<file path="src/hdl/hts_pkg.sv">
// ----------------------------------------------------------------------------
// hts_pkg
// Shared types, character codes and word tables for the tag stripper.
// ----------------------------------------------------------------------------
package hts_pkg;

    localparam int LOOK_DEPTH = 9;
    localparam int ENT_DEPTH  = 6;

    localparam logic [7:0] CH_LT    = 8'h3C;
    localparam logic [7:0] CH_GT    = 8'h3E;
    localparam logic [7:0] CH_SLASH = 8'h2F;
    localparam logic [7:0] CH_AMP   = 8'h26;
    localparam logic [7:0] CH_QUOT  = 8'h22;
    localparam logic [7:0] CH_APOS  = 8'h27;
    localparam logic [7:0] CH_SPACE = 8'h20;
    localparam logic [7:0] CASE_BIT = 8'h20;

    localparam logic [7:0] WORD_SCRIPT [6] = '{"s", "c", "r", "i", "p", "t"};
    localparam logic [7:0] WORD_STYLE  [5] = '{"s", "t", "y", "l", "e"};

    localparam logic [7:0] ENT_LT   [4] = '{"&", "l", "t", ";"};
    localparam logic [7:0] ENT_GT   [4] = '{"&", "g", "t", ";"};
    localparam logic [7:0] ENT_AMP  [5] = '{"&", "a", "m", "p", ";"};
    localparam logic [7:0] ENT_QUOT [6] = '{"&", "q", "u", "o", "t", ";"};
    localparam logic [7:0] ENT_APOS [6] = '{"&", "a", "p", "o", "s", ";"};
    localparam logic [7:0] ENT_NBSP [6] = '{"&", "n", "b", "s", "p", ";"};

    // one slot of a window: a byte or a bare end-of-document marker
    typedef struct packed {
        logic [7:0] data;
        logic       last;
        logic       is_byte;
        logic       fin;      // entered while its document was being flushed
    } t_slot;

    typedef struct packed {
        logic  valid;
        t_slot slot;
    } t_cell;

    // decoded event from the entity window
    typedef struct packed {
        logic       valid;
        logic       tok;      // 0: end of document with no byte
        logic       fin;
        logic       last;
        logic [7:0] data;
    } t_ev;

    function automatic logic ci_eq(input logic [7:0] b, input logic [7:0] lower);
        return (b | CASE_BIT) == lower;
    endfunction

endpackage

</file>
<file path="src/hdl/hts_if.sv">
// ----------------------------------------------------------------------------
// hts_in_if / hts_out_if
// Valid/ready channels for raw text bytes and for decoded results.
// ----------------------------------------------------------------------------
interface hts_in_if;
    logic       valid;
    logic       ready;
    logic [7:0] in_byte;
    logic       in_last;

    modport source (output valid, output in_byte, output in_last, input ready);
    modport sink   (input valid, input in_byte, input in_last, output ready);
endinterface

interface hts_out_if;
    logic       valid;
    logic       ready;
    logic [7:0] out_byte;
    logic       out_valid;
    logic       out_last;

    modport source (output valid, output out_byte, output out_valid, output out_last,
                    input ready);
    modport sink   (input valid, input out_byte, input out_valid, input out_last,
                    output ready);
endinterface

</file>
<file path="src/hdl/hts_cell.sv">
// ----------------------------------------------------------------------------
// hts_cell
// One slot of a left-justified shifting window: holds, loads or takes its
// right neighbour on a pop.
// ----------------------------------------------------------------------------
module hts_cell import hts_pkg::*; (
    input  logic  i_clk,
    input  logic  i_rst_n,
    input  logic  i_pop,
    input  logic  i_load,
    input  t_slot i_din,
    input  t_cell i_nbr,
    output t_cell o_cell
);

    logic  r_valid, n_valid;
    t_slot r_slot, n_slot;

    always_comb begin
        n_valid = r_valid;
        n_slot  = r_slot;
        if (i_load) begin
            n_valid = 1'b1;
            n_slot  = i_din;
        end else if (i_pop) begin
            n_valid = i_nbr.valid;
            n_slot  = i_nbr.slot;
        end
    end

    always_ff @(posedge i_clk) begin
        if (!i_rst_n) begin
            r_valid <= 1'b0;
        end else begin
            r_valid <= n_valid;
        end
    end

    always_ff @(posedge i_clk) begin
        r_slot <= n_slot;
    end

    assign o_cell = '{valid: r_valid, slot: r_slot};

endmodule

</file>
<file path="src/hdl/hts_tag_window.sv">
// ----------------------------------------------------------------------------
// hts_tag_window
// Nine-cell lookahead window; tracks tag, script and style state and passes
// surviving bytes and end markers on to the entity window.
// ----------------------------------------------------------------------------
module hts_tag_window import hts_pkg::*; (
    input  logic   i_clk,
    input  logic   i_rst_n,
    hts_in_if.sink i_in,
    input  logic   i_s2_ready,
    output t_cell  o_push
);

    t_cell                  w_cell [LOOK_DEPTH];
    t_cell                  w_nbr  [LOOK_DEPTH];
    t_slot                  s      [LOOK_DEPTH];
    logic [LOOK_DEPTH-1:0]  v, v_up, v_dn, dm, load;
    logic                   flush, want, pop, push, keep, is_lt, is_gt;
    logic                   m_open_sc, m_open_st, m_close_sc, m_close_st;
    logic                   sc1, st1, cl_sc, cl_st;
    t_slot                  din;
    logic                   r_tag, r_script, r_style;
    logic                   n_tag, n_script, n_style;

    for (genvar g = 0; g < LOOK_DEPTH; g++) begin : g_cell
        hts_cell u_cell (
            .i_clk   (i_clk),
            .i_rst_n (i_rst_n),
            .i_pop   (pop),
            .i_load  (load[g]),
            .i_din   (din),
            .i_nbr   (w_nbr[g]),
            .o_cell  (w_cell[g])
        );
    end

    // dm: position holds a byte of the head's document
    always_comb begin
        logic seen;
        seen = 1'b0;
        for (int i = 0; i < LOOK_DEPTH; i++) begin
            v[i]  = w_cell[i].valid;
            s[i]  = w_cell[i].slot;
            dm[i] = v[i] && !seen;
            seen  = seen || (v[i] && s[i].last);
        end
        flush = seen;
        for (int i = 0; i < LOOK_DEPTH - 1; i++) begin
            w_nbr[i] = w_cell[i+1];
        end
        w_nbr[LOOK_DEPTH-1] = '0;
    end

    assign v_up = {1'b0, v[LOOK_DEPTH-1:1]};
    assign v_dn = {v[LOOK_DEPTH-2:0], 1'b1};

    always_comb begin
        m_open_sc  = dm[7];
        m_open_st  = dm[6];
        m_close_sc = dm[LOOK_DEPTH-1] && (s[1].data == CH_SLASH) && (s[8].data == CH_GT);
        m_close_st = dm[LOOK_DEPTH-1] && (s[1].data == CH_SLASH) && (s[7].data == CH_GT);
        for (int k = 0; k < 6; k++) begin
            m_open_sc  = m_open_sc  && ci_eq(s[k+1].data, WORD_SCRIPT[k]);
            m_close_sc = m_close_sc && ci_eq(s[k+2].data, WORD_SCRIPT[k]);
        end
        for (int k = 0; k < 5; k++) begin
            m_open_st  = m_open_st  && ci_eq(s[k+1].data, WORD_STYLE[k]);
            m_close_st = m_close_st && ci_eq(s[k+2].data, WORD_STYLE[k]);
        end
    end

    assign is_lt = (s[0].data == CH_LT);
    assign is_gt = (s[0].data == CH_GT);
    assign sc1   = r_script || (is_lt && m_open_sc);
    assign st1   = r_style  || (is_lt && m_open_st);
    assign cl_sc = sc1 && m_close_sc;
    assign cl_st = !cl_sc && st1 && m_close_st;
    assign keep  = !is_lt && !is_gt && !r_tag && !r_script && !r_style;

    // head is decided once the window is full or its document has ended
    assign want  = v[0] && (v[LOOK_DEPTH-1] || flush);

    assign o_push.valid = want && (keep || s[0].last);
    assign o_push.slot  = '{data: s[0].data, last: s[0].last, is_byte: keep, fin: flush};

    assign pop        = want && (!o_push.valid || i_s2_ready);
    assign i_in.ready = !v[LOOK_DEPTH-1] || pop;
    assign push       = i_in.valid && i_in.ready;
    assign din        = '{data: i_in.in_byte, last: i_in.in_last, is_byte: 1'b1, fin: 1'b0};

    always_comb begin
        for (int i = 0; i < LOOK_DEPTH; i++) begin
            if (pop) begin
                load[i] = push && v[i] && !v_up[i];
            end else begin
                load[i] = push && !v[i] && v_dn[i];
            end
        end
    end

    always_comb begin
        n_tag    = r_tag;
        n_script = r_script;
        n_style  = r_style;
        if (pop) begin
            if (s[0].last) begin
                n_tag    = 1'b0;
                n_script = 1'b0;
                n_style  = 1'b0;
            end else if (is_lt) begin
                n_tag    = 1'b1;
                n_script = sc1 && !cl_sc;
                n_style  = st1 && !cl_st;
            end else if (is_gt) begin
                n_tag    = 1'b0;
            end
        end
    end

    always_ff @(posedge i_clk) begin
        if (!i_rst_n) begin
            r_tag    <= 1'b0;
            r_script <= 1'b0;
            r_style  <= 1'b0;
        end else begin
            r_tag    <= n_tag;
            r_script <= n_script;
            r_style  <= n_style;
        end
    end

endmodule

</file>
<file path="src/hdl/hts_ent_window.sv">
// ----------------------------------------------------------------------------
// hts_ent_window
// Six-cell entity window; decodes the head and drops the remaining bytes of
// a matched entity one per cycle.
// ----------------------------------------------------------------------------
module hts_ent_window import hts_pkg::*; (
    input  logic  i_clk,
    input  logic  i_rst_n,
    input  t_cell i_push,
    output logic  o_ready,
    output t_ev   o_ev,
    input  logic  i_ev_ready
);

    t_cell                 w_cell [ENT_DEPTH];
    t_cell                 w_nbr  [ENT_DEPTH];
    t_slot                 s      [ENT_DEPTH];
    logic [ENT_DEPTH-1:0]  v, v_up, v_dn, bm, load;
    logic                  flush, want, pop, push, skipping, ev_last;
    logic                  m_lt, m_gt, m_amp, m_quot, m_apos, m_nbsp;
    logic [7:0]            val;
    logic [2:0]            used;
    logic [2:0]            r_skip, n_skip;

    for (genvar g = 0; g < ENT_DEPTH; g++) begin : g_cell
        hts_cell u_cell (
            .i_clk   (i_clk),
            .i_rst_n (i_rst_n),
            .i_pop   (pop),
            .i_load  (load[g]),
            .i_din   (i_push.slot),
            .i_nbr   (w_nbr[g]),
            .o_cell  (w_cell[g])
        );
    end

    // bm: position holds a text byte of the head's document
    always_comb begin
        logic seen;
        seen = 1'b0;
        for (int i = 0; i < ENT_DEPTH; i++) begin
            v[i]  = w_cell[i].valid;
            s[i]  = w_cell[i].slot;
            bm[i] = v[i] && s[i].is_byte && !seen;
            seen  = seen || (v[i] && s[i].last);
        end
        flush = seen;
        for (int i = 0; i < ENT_DEPTH - 1; i++) begin
            w_nbr[i] = w_cell[i+1];
        end
        w_nbr[ENT_DEPTH-1] = '0;
    end

    assign v_up = {1'b0, v[ENT_DEPTH-1:1]};
    assign v_dn = {v[ENT_DEPTH-2:0], 1'b1};

    always_comb begin
        m_lt   = bm[3];
        m_gt   = bm[3];
        m_amp  = bm[4];
        m_quot = bm[5];
        m_apos = bm[5];
        m_nbsp = bm[5];
        for (int k = 0; k < 4; k++) begin
            m_lt = m_lt && (s[k].data == ENT_LT[k]);
            m_gt = m_gt && (s[k].data == ENT_GT[k]);
        end
        for (int k = 0; k < 5; k++) begin
            m_amp = m_amp && (s[k].data == ENT_AMP[k]);
        end
        for (int k = 0; k < 6; k++) begin
            m_quot = m_quot && (s[k].data == ENT_QUOT[k]);
            m_apos = m_apos && (s[k].data == ENT_APOS[k]);
            m_nbsp = m_nbsp && (s[k].data == ENT_NBSP[k]);
        end
    end

    always_comb begin
        val  = s[0].data;
        used = 3'd1;
        if (m_lt) begin
            val  = CH_LT;
            used = 3'd4;
        end else if (m_gt) begin
            val  = CH_GT;
            used = 3'd4;
        end else if (m_amp) begin
            val  = CH_AMP;
            used = 3'd5;
        end else if (m_quot) begin
            val  = CH_QUOT;
            used = 3'd6;
        end else if (m_apos) begin
            val  = CH_APOS;
            used = 3'd6;
        end else if (m_nbsp) begin
            val  = CH_SPACE;
            used = 3'd6;
        end
    end

    // the document's final entry can only sit at the end of what is consumed
    always_comb begin
        case (used)
            3'd4:    ev_last = s[3].last;
            3'd5:    ev_last = s[4].last;
            3'd6:    ev_last = s[5].last;
            default: ev_last = s[0].last;
        endcase
    end

    assign skipping = (r_skip != 3'd0);
    assign want     = !skipping && v[0] && (v[ENT_DEPTH-1] || flush);

    assign o_ev.valid = want;
    assign o_ev.tok   = s[0].is_byte;
    assign o_ev.fin   = flush || s[ENT_DEPTH-1].fin;
    assign o_ev.last  = ev_last;
    assign o_ev.data  = val;

    assign pop     = skipping ? v[0] : (want && i_ev_ready);
    assign o_ready = !v[ENT_DEPTH-1] || pop;
    assign push    = i_push.valid && o_ready;

    always_comb begin
        for (int i = 0; i < ENT_DEPTH; i++) begin
            if (pop) begin
                load[i] = push && v[i] && !v_up[i];
            end else begin
                load[i] = push && !v[i] && v_dn[i];
            end
        end
    end

    always_comb begin
        n_skip = r_skip;
        if (pop) begin
            if (skipping) begin
                n_skip = r_skip - 3'd1;
            end else begin
                n_skip = used - 3'd1;
            end
        end
    end

    always_ff @(posedge i_clk) begin
        if (!i_rst_n) begin
            r_skip <= 3'd0;
        end else begin
            r_skip <= n_skip;
        end
    end

endmodule

</file>
<file path="src/hdl/hts_emit.sv">
// ----------------------------------------------------------------------------
// hts_emit
// Places the end-of-document flag on the right result and buffers results
// in a two-entry output queue.
// ----------------------------------------------------------------------------
module hts_emit import hts_pkg::*; (
    input  logic       i_clk,
    input  logic       i_rst_n,
    input  t_ev        i_ev,
    output logic       o_ev_ready,
    hts_out_if.source  o_out
);

    typedef enum logic [2:0] {
        PS_EMPTY = 3'b001,
        PS_HOLD  = 3'b010,
        PS_SHIP  = 3'b100
    } t_pend_state;

    typedef struct packed {
        logic [7:0] data;
        logic       bval;
        logic       last;
    } t_res;

    localparam logic [1:0] Q_FULL = 2'd2;

    t_pend_state r_state, n_state;
    logic [7:0]  r_pend, n_pend;
    t_res        r_q0, r_q1, n_q0, n_q1, sd;
    logic [1:0]  r_qcnt, n_qcnt;
    logic        space, ship, take, deq;

    assign space = (r_qcnt != Q_FULL);
    assign take  = i_ev.valid && o_ev_ready;

    // results of a flushed document wait here until it is known whether
    // another result of the same document follows
    always_comb begin
        n_state    = r_state;
        n_pend     = r_pend;
        ship       = 1'b0;
        sd         = '0;
        o_ev_ready = 1'b0;
        case (r_state)
            PS_SHIP: begin
                if (space) begin
                    ship    = 1'b1;
                    sd      = '{data: r_pend, bval: 1'b1, last: 1'b1};
                    n_state = PS_EMPTY;
                end
            end
            PS_EMPTY, PS_HOLD: begin
                o_ev_ready = space;
                if (take) begin
                    if (!i_ev.tok) begin
                        ship    = 1'b1;
                        n_state = PS_EMPTY;
                        if (r_state == PS_HOLD) begin
                            sd = '{data: r_pend, bval: 1'b1, last: 1'b1};
                        end else begin
                            sd = '{data: 8'd0, bval: 1'b0, last: 1'b1};
                        end
                    end else if (!i_ev.fin) begin
                        ship = 1'b1;
                        sd   = '{data: i_ev.data, bval: 1'b1, last: i_ev.last};
                    end else begin
                        if (r_state == PS_HOLD) begin
                            ship = 1'b1;
                            sd   = '{data: r_pend, bval: 1'b1, last: 1'b0};
                        end
                        n_pend  = i_ev.data;
                        n_state = i_ev.last ? PS_SHIP : PS_HOLD;
                    end
                end
            end
            default: begin
                n_state = PS_EMPTY;
            end
        endcase
    end

    assign deq = o_out.valid && o_out.ready;

    always_comb begin
        n_q0   = r_q0;
        n_q1   = r_q1;
        n_qcnt = r_qcnt;
        if (deq && ship) begin
            if (r_qcnt == 2'd1) begin
                n_q0 = sd;
            end else begin
                n_q0 = r_q1;
                n_q1 = sd;
            end
        end else if (deq) begin
            n_q0   = r_q1;
            n_qcnt = r_qcnt - 2'd1;
        end else if (ship) begin
            if (r_qcnt == 2'd0) begin
                n_q0 = sd;
            end else begin
                n_q1 = sd;
            end
            n_qcnt = r_qcnt + 2'd1;
        end
    end

    always_ff @(posedge i_clk) begin
        if (!i_rst_n) begin
            r_state <= PS_EMPTY;
            r_qcnt  <= 2'd0;
        end else begin
            r_state <= n_state;
            r_qcnt  <= n_qcnt;
        end
    end

    always_ff @(posedge i_clk) begin
        r_pend <= n_pend;
        r_q0   <= n_q0;
        r_q1   <= n_q1;
    end

    assign o_out.valid     = (r_qcnt != 2'd0);
    assign o_out.out_byte  = r_q0.data;
    assign o_out.out_valid = r_q0.bval;
    assign o_out.out_last  = r_q0.last;

endmodule

</file>
<file path="src/hdl/html_tag_strip_entity_decode.sv">
// ----------------------------------------------------------------------------
// html_tag_strip_entity_decode
// Streaming tag stripper with entity decoding, one text byte per request.
// ----------------------------------------------------------------------------
// Takes one byte per cycle unless it holds off the input, and delivers up
// to one result per cycle. A byte passes a nine-cell lookahead window, where
// tags, scripts and styles are removed, then a six-cell entity window, where
// a matched entity is decoded and its remaining bytes are dropped at one
// cell per cycle. A result appears once at least thirteen further bytes of
// the document have arrived (more when bytes are dropped), or when the
// document ends; the marked last byte then drains both windows by themselves
// through the one-slot shift of the cells, while the first bytes of the next
// document already enter behind it. The final result of a document carries
// out_last; a document that ends without a result of its own gives a bare
// end marker. When the last byte of a document survives, its result waits
// in a pending register of the output stage to take the end flag; the
// windows absorb this, but a run of short documents sent back to back can
// hold off the input. Results leave through a two-entry buffer, so input
// acceptance does not depend combinationally on the output ready.
module html_tag_strip_entity_decode import hts_pkg::*; (
    input  logic       i_clk,
    input  logic       i_rst_n,
    hts_in_if.sink     i_in,
    hts_out_if.source  o_out
);

    t_cell s1_push;
    logic  s2_ready;
    t_ev   ev;
    logic  ev_ready;

    hts_tag_window u_tag (
        .i_clk      (i_clk),
        .i_rst_n    (i_rst_n),
        .i_in       (i_in),
        .i_s2_ready (s2_ready),
        .o_push     (s1_push)
    );

    hts_ent_window u_ent (
        .i_clk      (i_clk),
        .i_rst_n    (i_rst_n),
        .i_push     (s1_push),
        .o_ready    (s2_ready),
        .o_ev       (ev),
        .i_ev_ready (ev_ready)
    );

    hts_emit u_emit (
        .i_clk      (i_clk),
        .i_rst_n    (i_rst_n),
        .i_ev       (ev),
        .o_ev_ready (ev_ready),
        .o_out      (o_out)
    );

endmodule

</file>
<file path="src/flat_wrapper.sv">
// flat-port wrapper written by rule: the top's interface ports become plain ports
module html_tag_strip_entity_decode_flat import hts_pkg::*;
  (i_clk, i_rst_n, i_in_valid, i_in_in_byte, i_in_in_last, i_in_ready, o_out_valid, o_out_out_byte, o_out_out_valid, o_out_out_last, o_out_ready);
  hts_in_if i_in_i ();
  hts_out_if o_out_i ();
  input  logic i_clk;
  input  logic i_rst_n;
  input wire logic [$bits(i_in_i.valid)-1:0] i_in_valid;
  input wire logic [$bits(i_in_i.in_byte)-1:0] i_in_in_byte;
  input wire logic [$bits(i_in_i.in_last)-1:0] i_in_in_last;
  output wire logic [$bits(i_in_i.ready)-1:0] i_in_ready;
  output wire logic [$bits(o_out_i.valid)-1:0] o_out_valid;
  output wire logic [$bits(o_out_i.out_byte)-1:0] o_out_out_byte;
  output wire logic [$bits(o_out_i.out_valid)-1:0] o_out_out_valid;
  output wire logic [$bits(o_out_i.out_last)-1:0] o_out_out_last;
  input wire logic [$bits(o_out_i.ready)-1:0] o_out_ready;
  assign i_in_i.valid = i_in_valid;
  assign i_in_i.in_byte = i_in_in_byte;
  assign i_in_i.in_last = i_in_in_last;
  assign i_in_ready = i_in_i.ready;
  assign o_out_valid = o_out_i.valid;
  assign o_out_out_byte = o_out_i.out_byte;
  assign o_out_out_valid = o_out_i.out_valid;
  assign o_out_out_last = o_out_i.out_last;
  assign o_out_i.ready = o_out_ready;
  html_tag_strip_entity_decode u_core (.i_clk(i_clk), .i_rst_n(i_rst_n), .i_in(i_in_i), .o_out(o_out_i));
endmodule
</file>
<file path="config.mk">
export PLATFORM = sky130hd
export DESIGN_NAME = html_tag_strip_entity_decode_flat
export DESIGN_NICKNAME = d
export VERILOG_FILES = /design/src/hdl/hts_pkg.sv /design/src/hdl/hts_if.sv /design/src/hdl/hts_cell.sv /design/src/hdl/hts_tag_window.sv /design/src/hdl/hts_ent_window.sv /design/src/hdl/hts_emit.sv /design/src/hdl/html_tag_strip_entity_decode.sv /design/src/flat_wrapper.sv
export SDC_FILE = /design/constraint.sdc
export NUM_CORES = 1
export LEC_CHECK = 0
export ABC_AREA = 1
export BUFFER_PORTS_ARGS = -buffer_cell sky130_fd_sc_hd__buf_2
export CORE_MARGIN = 2
export CORE_UTILIZATION = 60
export DETAILED_ROUTE_END_ITERATION = 7
export PLACE_DENSITY = 0.75
export SYNTH_ARGS = -nofsm -noshare
export SYNTH_HDL_FRONTEND = slang
export SYNTH_SLANG_ARGS = --single-unit
</file>
<file path="constraint.sdc">
create_clock -name i_clk -period 3.9 [get_ports i_clk]
set_input_delay 0.195 -clock i_clk [delete_from_list [all_inputs] [get_ports i_clk]]
set_output_delay 0.195 -clock i_clk [all_outputs]
set_load 0.02 [all_outputs]
</file>
==> results.md <==
- Status: complete, no violations
- Detailed-route wire length per cell: 18.80 um
- Cell Area, Synth: 0.01047 mm^2
- Port Buf Inserts: 24
- Detailed Route WL: 27.89 mm
- CTS max path bufs: 2
- RSZ-0062 raised after global routing: false
- End point of the critical path: u_core.u_ent.g_cell[1].u_cell.o_cell[5]$_DFFE_PP_
- Vias in the first global route: 8512
- Fraction of layout cells with a size suffix above 1: 0.09134
- Area grow syn2layout: 8.915%
- Reg2reg setup slack: 0.65 ns
- Critical-path top delay cell: o21a_1
- Worst Hold Class: in2reg
- Sequential area share after synthesis: 0.5373
- Reg2reg end: u_core.u_ent.g_cell[1].u_cell.o_cell[5]$_DFFE_PP_
- Hold Buf Count CTS: 0
- First-pass DRT Iterations: 6
- Placed cells: 1452
- Yosys reg bits: 196
- 1st-iter DRT viols: 1030
- Antenna violations before repair: 0
- Synth cell types: 42
- Max-cap violations: 0
- Commonest register cell after synthesis: edfxtp_1
- Clk_skew: 0.01250 ns
- Critical Path RT: 4.06 ns
- R2R depth: 11
- Cells after Synth: 1232
- Total CTS buffers: 17
- Final Slew Violations: 0
- Core box area: 0.01718 mm^2
- NumNets Final: 1265
- Die height: 136.1 um
- Rows: 48
- Crit path max fanout: 20
- Gpl congestion: 0.9033
- Starting Density: 0.6096
- Power Density: 618.1 mW/mm^2
- Data arrival, critical path: 3.41 ns
- Post CTS Setup Buffer Count: 0
- Pin count of the biggest net entering global routing: 47
- Clock-pin transition on the worst setup and hold timing paths: 0.07 ns
- YS warnings: 0
- Worst-Skew Late Latency: 0.44 ns
- Count of non-filler cells in the finished layout: 1484
- Hold Fails Final Rpt: 0
- Die area: 0.01852 mm^2
- H-tree lvl count: 4
- Tot GR Track Use: 0.3109
- CTS tree: built
- Pleak: 4.580 nW
- Crit Reg-Reg Startpoint: u_core.u_emit.r_qcnt[0]$_SDFFE_PN0P_
- Root Driver: clkbuf_16
- # setup viols final: 0
- Syn Nets: 1251
- Async S/R FF share, synth: 0
- Fin crit share: 0.8343
- Synth Area per Inst: 8.498 um^2
- CP endpoint kind: flip-flop
- Max transition margin: 0.4788
- Total number of vias: 9076
- DRC violation count after routing: 0
- Crit path cell chain: inv_1, ha_1, nor4_4, nand2_2, nand2_2, nor2_2, nor2_2, nand3_1, nand2_1, o21a_1, o21ai_0
- Worst Path Buf+Inv: 1
- Sink Count: 196
- Final ANT Viol Nets: 0
- Total power draw: 7.048 mW
- Via density: 6.116
- Crit Path Category: reg2reg
- CP Launch Point: u_core.u_emit.r_qcnt[0]$_SDFFE_PN0P_
- Peak supply drop: 0.0003853 V
- Post-cts sizing count: 0
- EDFF count, synth: 170
- Crit start category: flip-flop
- Io pins: 25
- Fmax: 0.3073 GHz
- Final Core Density: 0.6639
- Global route overflow: 0
- Critical Path Max Stage Delay: 0.59 ns
- Top delay family on crit path: simple AND/OR/NAND/NOR gates
- Die width: 136.1 um
- Actual slew at the worst max-slew pin: 0.7790 ns
- Hpwl dp: 20.29 mm
- Critical path depth in cells: 11
- Setup_tns: 0 ns
- Fin crit period: 3.254 ns
- Global-route wire length before repair: 44.05 mm
- Number of antenna diodes: 0
-- area by class of cell --
type	count	area [um^2]
inverters	151	566.8
clock buffers	17	425.4
repair buffers	39	245.2
flip-flops and latches	196	5625
clock inverters	15	123.9
well taps	225	281.5
fillers	1422	5773
multi-input cells	841	4135
-- power by group --
| group | total [mW] | internal (mW) | switching [mW] |
|---|---|---|---|
| combinational | 2.03 | 0.567 | 1.46 |
| sequential | 3.36 | 2.95 | 0.409 |
| clock | 1.66 | 0.833 | 0.830 |
| total | 7.05 | 4.35 | 2.70 |
-- state kept, by name, summed over array words and instances, names as in the netlist --
| name | flops |
|---|---|
| u_core.u_tag.g_cell.u_cell.o_cell | 81 |
| u_core.u_ent.g_cell.u_cell.o_cell | 61 |
| u_core.u_emit.r_q1 | 10 |
| u_core.u_tag.g_cell.u_cell.r_valid | 9 |
| u_core.u_emit.o_out.out_byte | 8 |
| u_core.u_emit.r_pend | 8 |
| u_core.u_ent.g_cell.u_cell.r_valid | 6 |
| u_core.u_emit.r_state | 3 |
| u_core.u_ent.r_skip | 3 |
| u_core.u_emit.r_qcnt | 2 |
| u_core.u_emit.o_out.out_last | 1 |
| u_core.u_emit.o_out.out_valid | 1 |
| u_core.u_tag.r_script | 1 |
| u_core.u_tag.r_style | 1 |
| u_core.u_tag.r_tag | 1 |
-- how the worst min path moves through the flow --
stage,startpoint,to,slack (ns),cells past startpoint
finish,i_rst_n,u_core.u_tag.g_cell[2].u_cell.r_valid$_SDFFE_PN0P_,0.13,3
detailed placement,u_core.u_ent.g_cell[0].u_cell.o_cell[9]$_DFFE_PP_,u_core.u_emit.r_pend[6]$_DFFE_PP_,0.46,0
CTS,i_rst_n,u_core.u_emit.r_state[0]$_SDFFE_PN1P_,0.12,2
floorplan,i_rst_n,u_core.u_emit.r_qcnt[0]$_SDFFE_PN0P_,0.33,2
global route,i_rst_n,u_core.u_tag.g_cell[4].u_cell.r_valid$_SDFFE_PN0P_,0.13,3
global placement,u_core.u_ent.g_cell[0].u_cell.o_cell[9]$_DFFE_PP_,u_core.u_emit.r_pend[6]$_DFFE_PP_,0.46,0
-- cells by family after synthesis --
family                   share of synthesized area
XOR/XNOR                                 0.0008367
AO/OA/AOI/OAI                              0.09345
AND/OR/NAND/NOR                             0.2887
buffers and inverters                      0.07254
flip-flops                                  0.5373
adder cells (fa/ha/maj)                   0.007170
-- cells in the final DEF (no fill, tap or decap), drive strengths merged, types with 2 or more instances in the layout --
cell	netlist	final
o41ai	6	6
ha	6	6
o211ai	3	3
nor3b	2	2
clkbuf	21	17
buf	23	39
o21ai	105	105
nand4	66	66
clkinvlp	0	3
nor4	12	12
edfxtp	170	170
o22ai	11	11
o21a	2	2
nor2	145	145
inv	148	154
nand3	134	134
nand3b	6	6
nand2	265	265
clkinv	3	9
or2	4	4
dfxtp	26	26
a21oi	50	50
nor3	18	18
-- metal layers --
layer,track usage,share of wire,vias to the layer above
li1,-,-,4276
met3,0.04884,0.069,80
met1,0.3894,0.39,4267
met2,0.5385,0.50,453
met5,0,0,-
met4,0.1273,0.039,0
-- stage by stage --
| step | hold slack (ns) | instance area (um^2) | setup slack (ns) |
|---|---|---|---|
| finish | 0.1265 | 11400 | 0.6463 |
| global route | 0.1349 | 11400 | 0.3749 |
| CTS | 0.1169 | 11400 | 0.7490 |
| detailed placement | 0.4628 | 10850 | 0.7415 |
| global placement | 0.4597 | 10850 | 0.9011 |
| floorplan | 0.3334 | 10470 | 0.9954 |
-- worst register-to-register path: cells and delay by family, from the launching register on --
| kind | cells | cell delay (ns) |
|---|---|---|
| buf+inv | 1 | 0.08 |
| flops | 1 | 0.37 |
| simple gates | 7 | 1.48 |
| compound gates | 2 | 0.79 |
| fa+ha+maj | 1 | 0.26 |
-- synth_stat cells, drive strengths merged, types with 2 or more instances --
cell type	count	area [um^2]
a21oi	50	261.5
buf	23	113.9
clkbuf	21	78.83
clkinv	3	11.26
dfxtp	26	520.5
edfxtp	170	5105
ha	6	75.07
inv	148	555.5
nand2	265	1087
nand3	134	675.7
nand3b	6	45.04
nand4	66	431.7
nor2	145	551.8
nor3	18	95.09
nor3b	2	15.01
nor4	12	90.09
o211ai	3	22.52
o21a	2	15.01
o21ai	105	529.3
o22ai	11	68.82
o41ai	6	52.55
or2	4	25.03
(Power assumes the default switching activity.)
